<file path="config.mk">
export PLATFORM = sky130hd
export DESIGN_NAME = centered_boxcar_iq_filter_top
export DESIGN_NICKNAME = d
export VERILOG_FILES = /design/src/hdl/cbiq_pkg.sv /design/src/hdl/centered_boxcar_iq_filter_top.sv
export SDC_FILE = /design/constraint.sdc
export NUM_CORES = 1
export LEC_CHECK = 0
export BUFFER_PORTS_ARGS = -buffer_cell sky130_fd_sc_hd__clkbuf_2
export CAP_MARGIN = 20
export CORE_MARGIN = 2
export CORE_UTILIZATION = 40
export DETAILED_ROUTE_END_ITERATION = 8
export MAX_ROUTING_LAYER = met4
export PLACE_DENSITY_LB_ADDON = 0.08
export SLEW_MARGIN = 0
export SYNTH_ARGS = -nofsm -noshare
export SYNTH_HDL_FRONTEND = slang
export SYNTH_SLANG_ARGS = --single-unit
</file>
<file path="constraint.sdc">
create_clock -name clk -period 4.35 [get_ports clk]
set_clock_uncertainty 0.15 [all_clocks]
set_input_delay 0.2175 -clock clk [delete_from_list [all_inputs] [get_ports clk]]
set_output_delay 0.2175 -clock clk [all_outputs]
set_load 0.005 [all_outputs]
</file>
<file path="src/hdl/cbiq_pkg.sv">
// Shared types and constants for the centred boxcar IQ filter.
// Holds the input and result beat structs and the configuration constants.
// Depends on nothing else in the project.
package cbiq_pkg;

  // Sample width of each I or Q component (signed Q1.15)
  localparam int SAMPLE_BITS = 16;

  // Width of the samples-per-symbol register and its reset value
  localparam int SPS_W = 7;
  localparam logic [SPS_W-1:0] SPS_RESET = 7'd8;

  // Default largest window radius
  localparam int MAX_RADIUS_DEFAULT = 9;

  // Width of the per-burst sample counter, which saturates at its top value
  localparam int COUNT_W = 16;

  // Division by 7 of a 7-bit value as (x * 147) >> 10, exact over 0..127
  localparam int RECIP_7_W = 8;
  localparam logic [RECIP_7_W-1:0] RECIP_7 = 8'd147;
  localparam int RECIP_SHIFT = 10;

  // One input beat
  typedef struct packed {
    logic signed [SAMPLE_BITS-1:0] sample_re;
    logic signed [SAMPLE_BITS-1:0] sample_im;
    logic                          last_sample;
  } cbiq_in_t;

  // One result beat
  typedef struct packed {
    logic signed [SAMPLE_BITS-1:0] avg_re;
    logic signed [SAMPLE_BITS-1:0] avg_im;
    logic                          last_output;
  } cbiq_out_t;

endpackage

</file>
<file path="src/hdl/centered_boxcar_iq_filter_top.sv">
// Centred boxcar (moving average) filter for complex baseband bursts.
// Uses cbiq_pkg for the beat structs and configuration constants.
//
// The filter averages each sample with its neighbours within a radius of
// max(1, samples_per_symbol / 7), clamped to MAX_RADIUS, clipping the window
// at both ends of a burst and dividing by the number of samples actually in
// it, rounded to nearest with ties away from zero. Results lag the input by
// the radius; the sample marked last flushes the remaining results, the final
// one flagged with last_output. The block works on one sample at a time and
// holds in_stall high while busy. A sample is accepted and then its work is
// planned. Each result is then accumulated from the sample store, which has
// one write port and one registered read port: a set-up step, one read per
// window sample and a drain step. Then come a rounding set-up step, the
// bit-per-cycle divider over SAMPLE_BITS (16) quotient bits and the load of
// the output register, which waits while the result register is held. A
// finished result waits in an output register, so the next sample is taken
// while it is still stalled. The sample store is not cleared at reset; no
// entry is read before the current burst has written it. cfg_ready is always
// high; write the configuration only while the block is idle.
module centered_boxcar_iq_filter_top #(
  parameter int MAX_RADIUS = cbiq_pkg::MAX_RADIUS_DEFAULT
) (
  input  logic                           clk,
  input  logic                           rst_n,
  input  logic                           in_valid,
  output logic                           in_stall,
  input  cbiq_pkg::cbiq_in_t             in_data,
  output logic                           out_valid,
  input  logic                           out_stall,
  output cbiq_pkg::cbiq_out_t            out_data,
  input  logic                           cfg_valid,
  output logic                           cfg_ready,
  input  logic [cbiq_pkg::SPS_W-1:0]     cfg_samples_per_symbol
);
  import cbiq_pkg::*;

  localparam int LINE_DEPTH = 2 * MAX_RADIUS + 1;
  localparam int IDX_W      = $clog2(LINE_DEPTH);
  localparam int RAD_W      = $clog2(MAX_RADIUS + 1);
  localparam int CNT_W      = $clog2(LINE_DEPTH + 1);
  localparam int MAG_W      = SAMPLE_BITS - 1 + CNT_W;
  localparam int SUM_W      = MAG_W + 1;
  localparam int QW         = SAMPLE_BITS;
  localparam int STEP_W     = $clog2(QW);
  localparam int PROD_W     = SPS_W + RECIP_7_W;

  typedef enum logic [2:0] {
    ST_IDLE,
    ST_PLAN,
    ST_SETUP,
    ST_ACC,
    ST_DRAIN,
    ST_RND,
    ST_DIV,
    ST_DONE
  } state_t;

  // Radius from a samples-per-symbol value, clamped to 1..MAX_RADIUS
  function automatic logic [RAD_W-1:0] radius_of(input logic [SPS_W-1:0] sps);
    logic [PROD_W-1:0] prod;
    logic [SPS_W-1:0]  quo;
    logic [RAD_W-1:0]  rad;
    prod = PROD_W'(sps) * PROD_W'(RECIP_7);
    quo  = SPS_W'(prod >> RECIP_SHIFT);
    if (quo == '0) begin
      rad = RAD_W'(1);
    end else if (int'(quo) > MAX_RADIUS) begin
      rad = RAD_W'(MAX_RADIUS);
    end else begin
      rad = RAD_W'(quo);
    end
    return rad;
  endfunction

  state_t                    state_r;
  logic [RAD_W-1:0]          radius_r;
  logic [IDX_W-1:0]          wr_pos_r;
  logic [IDX_W-1:0]          newest_r;
  logic [COUNT_W-1:0]        taken_r;
  logic [COUNT_W-1:0]        n_r;
  logic                      last_r;
  logic [RAD_W-1:0]          d_r;
  logic [IDX_W-1:0]          t_r;
  logic [IDX_W-1:0]          t_end_r;
  logic [CNT_W-1:0]          c_r;
  logic signed [SUM_W-1:0]   acc_re_r;
  logic signed [SUM_W-1:0]   acc_im_r;
  logic                      rd_vld_r;
  logic [2*SAMPLE_BITS-1:0]  rd_word_r;
  logic                      neg_re_r;
  logic                      neg_im_r;
  logic [CNT_W-1:0]          rem_re_r;
  logic [CNT_W-1:0]          rem_im_r;
  logic [QW-1:0]             dvd_re_r;
  logic [QW-1:0]             dvd_im_r;
  logic [STEP_W-1:0]         step_r;
  logic                      out_valid_r;
  cbiq_out_t                 out_data_r;

  // Sample store: one write and one registered read per cycle
  logic [2*SAMPLE_BITS-1:0]  line_mem [LINE_DEPTH];

  logic                      in_beat;
  logic                      out_free;
  logic [IDX_W:0]            rd_addr_wide;
  logic [IDX_W-1:0]          rd_addr;
  logic signed [SAMPLE_BITS-1:0] rd_re;
  logic signed [SAMPLE_BITS-1:0] rd_im;
  logic [COUNT_W-1:0]        ahead;
  logic [RAD_W-1:0]          reach_a;
  logic [RAD_W-1:0]          flush_k;
  logic [SUM_W-1:0]          abs_re;
  logic [SUM_W-1:0]          abs_im;
  logic [MAG_W-1:0]          rnd_re;
  logic [MAG_W-1:0]          rnd_im;
  logic [CNT_W:0]            trial_re;
  logic [CNT_W:0]            trial_im;
  logic                      ge_re;
  logic                      ge_im;
  logic [QW-1:0]             q_re;
  logic [QW-1:0]             q_im;

  assign in_beat   = in_valid && !in_stall;
  assign in_stall  = (state_r != ST_IDLE);
  assign out_free  = !out_valid_r || !out_stall;
  assign cfg_ready = 1'b1;
  assign out_valid = out_valid_r;
  assign out_data  = out_data_r;

  // Ring address of the sample t_r positions behind the newest one
  assign rd_addr_wide = (newest_r >= t_r) ? {1'b0, newest_r - t_r}
                      : (IDX_W+1)'(newest_r) + (IDX_W+1)'(LINE_DEPTH) - (IDX_W+1)'(t_r);
  assign rd_addr = rd_addr_wide[IDX_W-1:0];
  assign rd_re   = rd_word_r[2*SAMPLE_BITS-1:SAMPLE_BITS];
  assign rd_im   = rd_word_r[SAMPLE_BITS-1:0];

  // Window extent: samples before the centre are min(r, n - d); after it, d
  assign ahead   = n_r - COUNT_W'(d_r);
  assign reach_a = (ahead < COUNT_W'(radius_r)) ? ahead[RAD_W-1:0] : radius_r;
  assign flush_k = (n_r < COUNT_W'(radius_r)) ? n_r[RAD_W-1:0] : radius_r;

  // Magnitude plus half the divisor, for round-to-nearest
  assign abs_re = acc_re_r[SUM_W-1] ? SUM_W'(-acc_re_r) : SUM_W'(acc_re_r);
  assign abs_im = acc_im_r[SUM_W-1] ? SUM_W'(-acc_im_r) : SUM_W'(acc_im_r);
  assign rnd_re = abs_re[MAG_W-1:0] + MAG_W'(c_r >> 1);
  assign rnd_im = abs_im[MAG_W-1:0] + MAG_W'(c_r >> 1);

  // One restoring division step per cycle for each lane
  assign trial_re = {rem_re_r, dvd_re_r[QW-1]};
  assign trial_im = {rem_im_r, dvd_im_r[QW-1]};
  assign ge_re    = trial_re >= {1'b0, c_r};
  assign ge_im    = trial_im >= {1'b0, c_r};

  // Signed quotients
  assign q_re = neg_re_r ? QW'(~dvd_re_r + 1'b1) : dvd_re_r;
  assign q_im = neg_im_r ? QW'(~dvd_im_r + 1'b1) : dvd_im_r;

  // Sample store write on an input beat and registered window read
  always_ff @(posedge clk) begin
    if (in_beat) begin
      line_mem[wr_pos_r] <= {in_data.sample_re, in_data.sample_im};
    end
    rd_word_r <= line_mem[rd_addr];
  end

  // Sequencer with the shared accumulator and divider
  always_ff @(posedge clk) begin
    if (!rst_n) begin
      state_r     <= ST_IDLE;
      radius_r    <= radius_of(SPS_RESET);
      wr_pos_r    <= '0;
      taken_r     <= '0;
      rd_vld_r    <= 1'b0;
      out_valid_r <= 1'b0;
    end else begin
      rd_vld_r <= (state_r == ST_ACC);

      if (cfg_valid && cfg_ready) begin
        radius_r <= radius_of(cfg_samples_per_symbol);
      end

      // Window accumulation adds each registered read word flagged by rd_vld_r
      if (rd_vld_r) begin
        acc_re_r <= acc_re_r + SUM_W'(rd_re);
        acc_im_r <= acc_im_r + SUM_W'(rd_im);
      end

      // The result register empties when its beat is taken, unless it is
      // refilled in the same cycle
      if (out_valid_r && !out_stall && (state_r != ST_DONE)) begin
        out_valid_r <= 1'b0;
      end

      case (state_r)
        ST_IDLE: begin
          if (in_beat) begin
            newest_r <= wr_pos_r;
            wr_pos_r <= (wr_pos_r == IDX_W'(LINE_DEPTH - 1)) ? '0 : wr_pos_r + 1'b1;
            n_r      <= taken_r;
            last_r   <= in_data.last_sample;
            if (in_data.last_sample) begin
              taken_r <= '0;
            end else if (taken_r != '1) begin
              taken_r <= taken_r + 1'b1;
            end
            state_r  <= ST_PLAN;
          end
        end
        ST_PLAN: begin
          // An ordinary sample completes the window r behind it; the last
          // sample flushes every pending centre down to itself
          if (last_r) begin
            d_r     <= flush_k;
            state_r <= ST_SETUP;
          end else if (n_r >= COUNT_W'(radius_r)) begin
            d_r     <= radius_r;
            state_r <= ST_SETUP;
          end else begin
            state_r <= ST_IDLE;
          end
        end
        ST_SETUP: begin
          t_r      <= '0;
          t_end_r  <= IDX_W'(d_r) + IDX_W'(reach_a);
          c_r      <= CNT_W'(d_r) + CNT_W'(reach_a) + 1'b1;
          acc_re_r <= '0;
          acc_im_r <= '0;
          state_r  <= ST_ACC;
        end
        ST_ACC: begin
          if (t_r == t_end_r) begin
            state_r <= ST_DRAIN;
          end else begin
            t_r <= t_r + 1'b1;
          end
        end
        ST_DRAIN: begin
          state_r <= ST_RND;
        end
        ST_RND: begin
          neg_re_r <= acc_re_r[SUM_W-1];
          neg_im_r <= acc_im_r[SUM_W-1];
          rem_re_r <= CNT_W'(rnd_re >> QW);
          rem_im_r <= CNT_W'(rnd_im >> QW);
          dvd_re_r <= rnd_re[QW-1:0];
          dvd_im_r <= rnd_im[QW-1:0];
          step_r   <= '0;
          state_r  <= ST_DIV;
        end
        ST_DIV: begin
          rem_re_r <= ge_re ? CNT_W'(trial_re - {1'b0, c_r}) : CNT_W'(trial_re);
          rem_im_r <= ge_im ? CNT_W'(trial_im - {1'b0, c_r}) : CNT_W'(trial_im);
          dvd_re_r <= {dvd_re_r[QW-2:0], ge_re};
          dvd_im_r <= {dvd_im_r[QW-2:0], ge_im};
          step_r   <= step_r + 1'b1;
          if (step_r == STEP_W'(QW - 1)) begin
            state_r <= ST_DONE;
          end
        end
        ST_DONE: begin
          if (out_free) begin
            out_valid_r            <= 1'b1;
            out_data_r.avg_re      <= q_re;
            out_data_r.avg_im      <= q_im;
            out_data_r.last_output <= last_r && (d_r == '0);
            if (last_r && (d_r != '0)) begin
              d_r     <= d_r - 1'b1;
              state_r <= ST_SETUP;
            end else begin
              state_r <= ST_IDLE;
            end
          end
        end
        default: begin
          state_r <= ST_IDLE;
        end
      endcase
    end
  end

  // An accepted sample always moves the sequencer on to planning
  a_beat_to_plan: assert property (@(posedge clk) disable iff (!rst_n)
    in_beat |=> (state_r == ST_PLAN))
    else $error("accepted sample did not start planning");

  // Read data only arrives while the window is being gathered
  a_read_in_window: assert property (@(posedge clk) disable iff (!rst_n)
    rd_vld_r |-> (state_r == ST_ACC || state_r == ST_DRAIN))
    else $error("window read data outside accumulation");

  // The read offset never runs past the far end of the window
  a_offset_bound: assert property (@(posedge clk) disable iff (!rst_n)
    (state_r == ST_ACC) |-> (t_r <= t_end_r))
    else $error("window read offset past window end");

  // The divisor is never zero while dividing
  a_divisor_live: assert property (@(posedge clk) disable iff (!rst_n)
    (state_r == ST_DIV) |-> (c_r != '0))
    else $error("zero divisor in divider");

  // A result is only loaded into a free output register
  a_no_overwrite: assert property (@(posedge clk) disable iff (!rst_n)
    (state_r == ST_DONE && out_valid_r && out_stall) |=> (state_r == ST_DONE))
    else $error("result left while output register was held");

endmodule

</file>
Word level (Yosys, flattened, before mapping)
Memories as Yosys holds them, arrays and structs flattened. A register that Yosys moved wholly into a read port is not among the register bits. Index checks and enable logic that the tools add are counted.

Add/sub/neg operators: 21. Multipliers: 1. Order comparisons: 7. Eq/ne operators: 19. Muxes and demuxes: 41. Bitwise gates (word level): 2. Reductions and logical operators: 30.

Operators with widths (number): two-way mux 16 bit (4); one-hot mux 16 bit (2 select lines) (2); adder 16 x 1 -> 16 bit, second input constant (3); adder 21 x 16 -> 21 bit (2); two-way mux 21 bit (2); adder 20 x 4 -> 20 bit (2); two-way mux 20 bit (2); negator 20 bit (2); less-than comparator 16 x 4 -> 1 bit (2); two-way mux 4 bit (8); inverter 16 bit (2); one-hot mux 5 bit (2 select lines) (3); two-way mux 5 bit (5); one-hot mux 3 bit (8 select lines) (1); subtractor 5 bit (4); greater-or-equal comparator 16 x 4 -> 1 bit (1); inequality test 16 bit, second input constant (1); one-hot mux 4 bit (2 select lines) (2); subtractor 16 x 4 -> 16 bit (1); adder 5 x 1 -> 5 bit, second input constant (3); multiplier 7 x 8 -> 15 bit, second input constant (1); == test 3 bit, second input constant (4); greater-or-equal comparator 6 x 5 -> 1 bit (2); two-way mux 3 bit (4); other kinds (29) (58).

Register bits: 194. RAM bits: 608. Output and inout bits: 36. Logic and storage cells: 147. Memories kept: 1.

Memory list: line_mem (depth 19, width 32, rd ports 1, clocked after Yosys merged registers in 1, write ports 1, line centered_boxcar_iq_filter_top.sv:101) `logic [2*SAMPLE_BITS-1:0] line_mem [LINE_DEPTH];`.

Longest topological paths before layout
Word-level depth: 6. Depth in mapped cells: 19.

Worst setup path before layout
OpenSTA, ideal clock, no wires.

Kind: reg-to-reg. Start: register d_r[1]. End: register c_r[3], data pin. Setup time: 264 ps. Arrival time: 3641 ps. Data required time: 3936 ps. Slack: 296 ps. Cell stages (with the launch flop): 18. Path buffers: 0. Path through: edfxtp_1 > inv_1 > ha_1 > nor2b_1 > o21ai_0 > a21boi_0 > nor2_1 > ha_1 > or4_1 > a21oi_1 > nand4_1 > mux2i_1 > ha_1 > inv_1 > fa_1 > xnor2_1 > nand3_1 > xnor2_1.

Longest elaborated chain between the ends: 5.

Ends and longest elaborated chain: start, declared (line centered_boxcar_iq_filter_top.sv:82) `logic [RAD_W-1:0] d_r;`; start signal, assigned (line centered_boxcar_iq_filter_top.sv:213) `d_r <= flush_k;`; start signal, assigned (line centered_boxcar_iq_filter_top.sv:216) `d_r <= radius_r;`; start signal, assigned (line centered_boxcar_iq_filter_top.sv:267) `d_r <= d_r - 1'b1;`; subtractor 16 x 4 -> 16 bit (line centered_boxcar_iq_filter_top.sv:138) `assign ahead = n_r - COUNT_W'(d_r);`; less-than comparator 16 x 4 -> 1 bit (line centered_boxcar_iq_filter_top.sv:139) `assign reach_a = (ahead < COUNT_W'(radius_r)) ? ahead[RAD_W-1:0] : radius_r;`; two-way mux 4 bit (line centered_boxcar_iq_filter_top.sv:139); adder 4 x 4 -> 5 bit (*) (line centered_boxcar_iq_filter_top.sv:225) `c_r <= CNT_W'(d_r) + CNT_W'(reach_a) + 1'b1;`; adder 5 x 1 -> 5 bit (*) (line centered_boxcar_iq_filter_top.sv:225); end signal, assigned (line centered_boxcar_iq_filter_top.sv:225); end, declared (line centered_boxcar_iq_filter_top.sv:85) `logic [CNT_W-1:0] c_r;`.

Mark *: on every way between the ends. The rest lies on a longest branch, timed or not. A chain may end at the register's enable or synchronous reset.

Worst setup path in the final report
Same ends and word-level chain as after synthesis.

==> impl_metrics.tcl <==
set metrics [dict create \
    n_fill_cell 8663 \
    yosys_most_used_dff "edfxtp_1" \
    routedWlPerCell_um 21.5 \
    port_buffers 79 \
    first_global_vias 25800 \
    worst_slew_pin_slew_ps 963 \
    setup_violations 0 \
    cp_max_fo 4 \
    ant_nets 0 \
    period_minus_slack_ps 4090 \
    antenna_found_initial 3 \
    drt_iter0_drc 1904 \
    internal_power_uw 17200 \
    syn_nets 3425 \
    cp.arrival_ps 4350 \
    drc 0 \
    max_freq_mhz 245 \
    crit_end "c_r[3]" \
    grt_max_degree 71 \
    r2r_slack_ps 260 \
    seqPwrFrac 0.384 \
    synth_edf_count 772 \
    relSlewSlack 0.356 \
    ioPinCount 81 \
    cts_made_buffers 94 \
    syn-cell-area_um2 39100 \
    pwr-share-comb 0.298 \
    grt_usage 0.209 \
    status "finished, final reports clean" \
    routed_wirelength_mm 101 \
    cap_violations 0 \
    cp-startpoint "d_r[1]" \
    seq_area_frac_synth 0.624 \
    clockBufferDepth 3 \
    clkLatencyLatePin_ps 680 \
    place_congestion 0.815 \
    hp-class "primary input to register" \
    cts.sinks 834 \
    clockRootBuffer "clkbuf_16" \
    post-place-ws_ps 64.9 \
    final_util 0.468 \
    vias 26100 \
    cts_max_level 3 \
    viasPerCell 5.55 \
    tns_ps 0 \
    cts_tree "yes" \
    synth_area_per_cell_um2 12.1 \
    grt_pass1_wl_mm 155 \
    dp_hpwl_mm 62.3 \
    power_switching_uw 8580 \
    synth-async-reset-ratio 0 \
    rr_endpoint "c_r[3]" \
    fin_nets 3545 \
    clkPwrFrac 0.318 \
    start_util 0.404 \
    p_per_area_nw_per_um2 570 \
    end_kind "register" \
    die-area_um2 100000 \
    die_h_um 317 \
    layout_setup_ws_ps 262 \
    die_w_um 317 \
    finalMaxSlewViolations 0 \
    std_cell_rows 114 \
    yosys_register_bits 834 \
    worst-r2r-cell-count 18 \
    irDropWorstVdd_mv 0.368 \
    fin_crit_sh 0.940 \
    core_area_um2 96900 \
    critPathRequiredTime_ps 4610 \
    grt_overflow 0 \
    synthDistinctLibCells 87 \
    first_pass_iters 5 \
    startpoint_type "register" \
    drive_above_1_share 0.113 \
    final_cell_mix "edfxtp_1, nand2_1, nand3_1" \
    clk_pin_slew_ps 60 \
    worst-setup-path-type "register to register" \
    syn-instance-count 3233 \
    power_leakage_uw 0.0159 \
    yosys_warnings 0 \
    rsz0062_at_grt "false" \
    final_common_cell "edfxtp_1" \
    p_sw_frac 0.332 \
    r2r_start "d_r[1]" \
    syn2layout_area_growth_pct 15.8 \
    hold_viol 0 \
]
==> routing by layer <==
layer | global-route usage | routed length, µm
met4 | 0.0571 | 1980
met1 | 0.276 | 46200
met5 | - | 0
met2 | 0.338 | 48300
met3 | 0.0279 | 4520
==> power groups by stage <==
| stage | clock network, µW | registers (µW) | logic [µW] |
|---|---|---|---|
| 2_1_floorplan | 0 | 9740 | 5370 |
| 3_5_place_dp | 0 | 10100 | 7700 |
| 6_report | 8220 | 9910 | 7700 |
| 5_1_grt | 8730 | 9940 | 8610 |
| 3_3_place_gp | 0 | 10100 | 7570 |
| 4_1_cts | 8420 | 9900 | 7760 |
==> cell families (layout without fill, tap and decap cells) <==
group	count (synthesis)	count (layout)	synth area share
flops	834	834	0.624
fa+ha+maj	147	147	0.0499
simple gates	1225	1225	0.152
buf+inv	261	459	0.0263
compound gates	554	554	0.0984
xor+xnor	153	153	0.0342
mux	58	58	0.0151
other cells	1	4	0.0000958
==> registers in the layout, indices dropped and copies added, names as in the netlist, 3 cells and up <==
register   count
rem_re_r       5
wr_pos_r       5
dvd_re_r      16
newest_r       5
t_r            5
c_r            5
dvd_im_r      16
line_mem     608
rem_im_r       5
acc_re_r      21
radius_r       4
n_r           16
rd_word_r     32
out_data      33
t_end_r        5
taken_r       16
step_r         4
state_r        3
d_r            4
acc_im_r      21
==> through the flow <==
step / area [µm²] / total power, µW / hold slack (ps) / std cells
after floorplan: 39100 / 15100 / 166 / 3233
after global placement: 41700 / 17600 / 303 / 4493
after detailed placement: 41700 / 17800 / 304 / 4493
after CTS: 45300 / 26100 / 113 / 4705
after global routing: 45300 / 27300 / 197 / 4710
final: 45300 / 25800 / 137 / 4710
==> how the worst min path moves through the flow <==
stage / start / endpoint / slack, ps / cells past startpoint
final: cfg_samples_per_symbol[5] / radius_r[0] / 140 / 6
after global routing: in_data[0] / last_r / 200 / 2
after global placement: taken_r[9] / n_r[9] / 300 / 0
after detailed placement: taken_r[14] / n_r[14] / 300 / 0
after floorplan: in_data[0] / last_r / 170 / 0
after CTS: cfg_samples_per_symbol[5] / radius_r[0] / 110 / 6
==> area by class of cell <==
cell class                 instances  area [µm²]  area share
tap                             1276        1600      0.0352
multi-input combinational       2138       14000       0.308
antenna                            3        7.51    0.000166
clock buffer                     125        2610      0.0576
clock inverter                    49         617      0.0136
timing repair buffer             196        1770      0.0391
sequential                       834       24400       0.539
inverter                          89         334     0.00737
==> critical path, cell delays in order, from the launching register on <==
cell and delay (ps):
edfxtp_1 400, inv_2 120, ha_1 230, nor2b_1 130
o21ai_1 210, nand2_1 90, nor2_1 100, nor2_1 70
ha_1 180, or4_1 460, a21oi_1 130, nand4_1 150
mux2i_1 200, ha_1 200, inv_1 60, fa_1 430
xnor2_2 270, nand3_1 130, xnor2_1 140
==> cell usage after synthesis (65+ instances only) <==
cell type,count,area [µm²]
edfxtp_1,772,23200
nand2_1,496,1860
nand3_1,220,1100
nor2_1,195,732
ha_1,132,1650
clkbuf_1,130,488
o21ai_0,111,556
xnor2_1,99,867
a21oi_1,97,485
inv_1,88,330
a211oi_1,84,631
and4_1,68,596
a311oi_1,65,569
==> repair_timing <==
item                       in CTS  in global routing
buffers inserted                0                  0
hold buffers                   38                  0
gates resized for setup         0                  7
hold endpoints to repair      627                  0
setup endpoints to repair       0                  3
No activity file was read; power rests on OpenSTA's default activity.
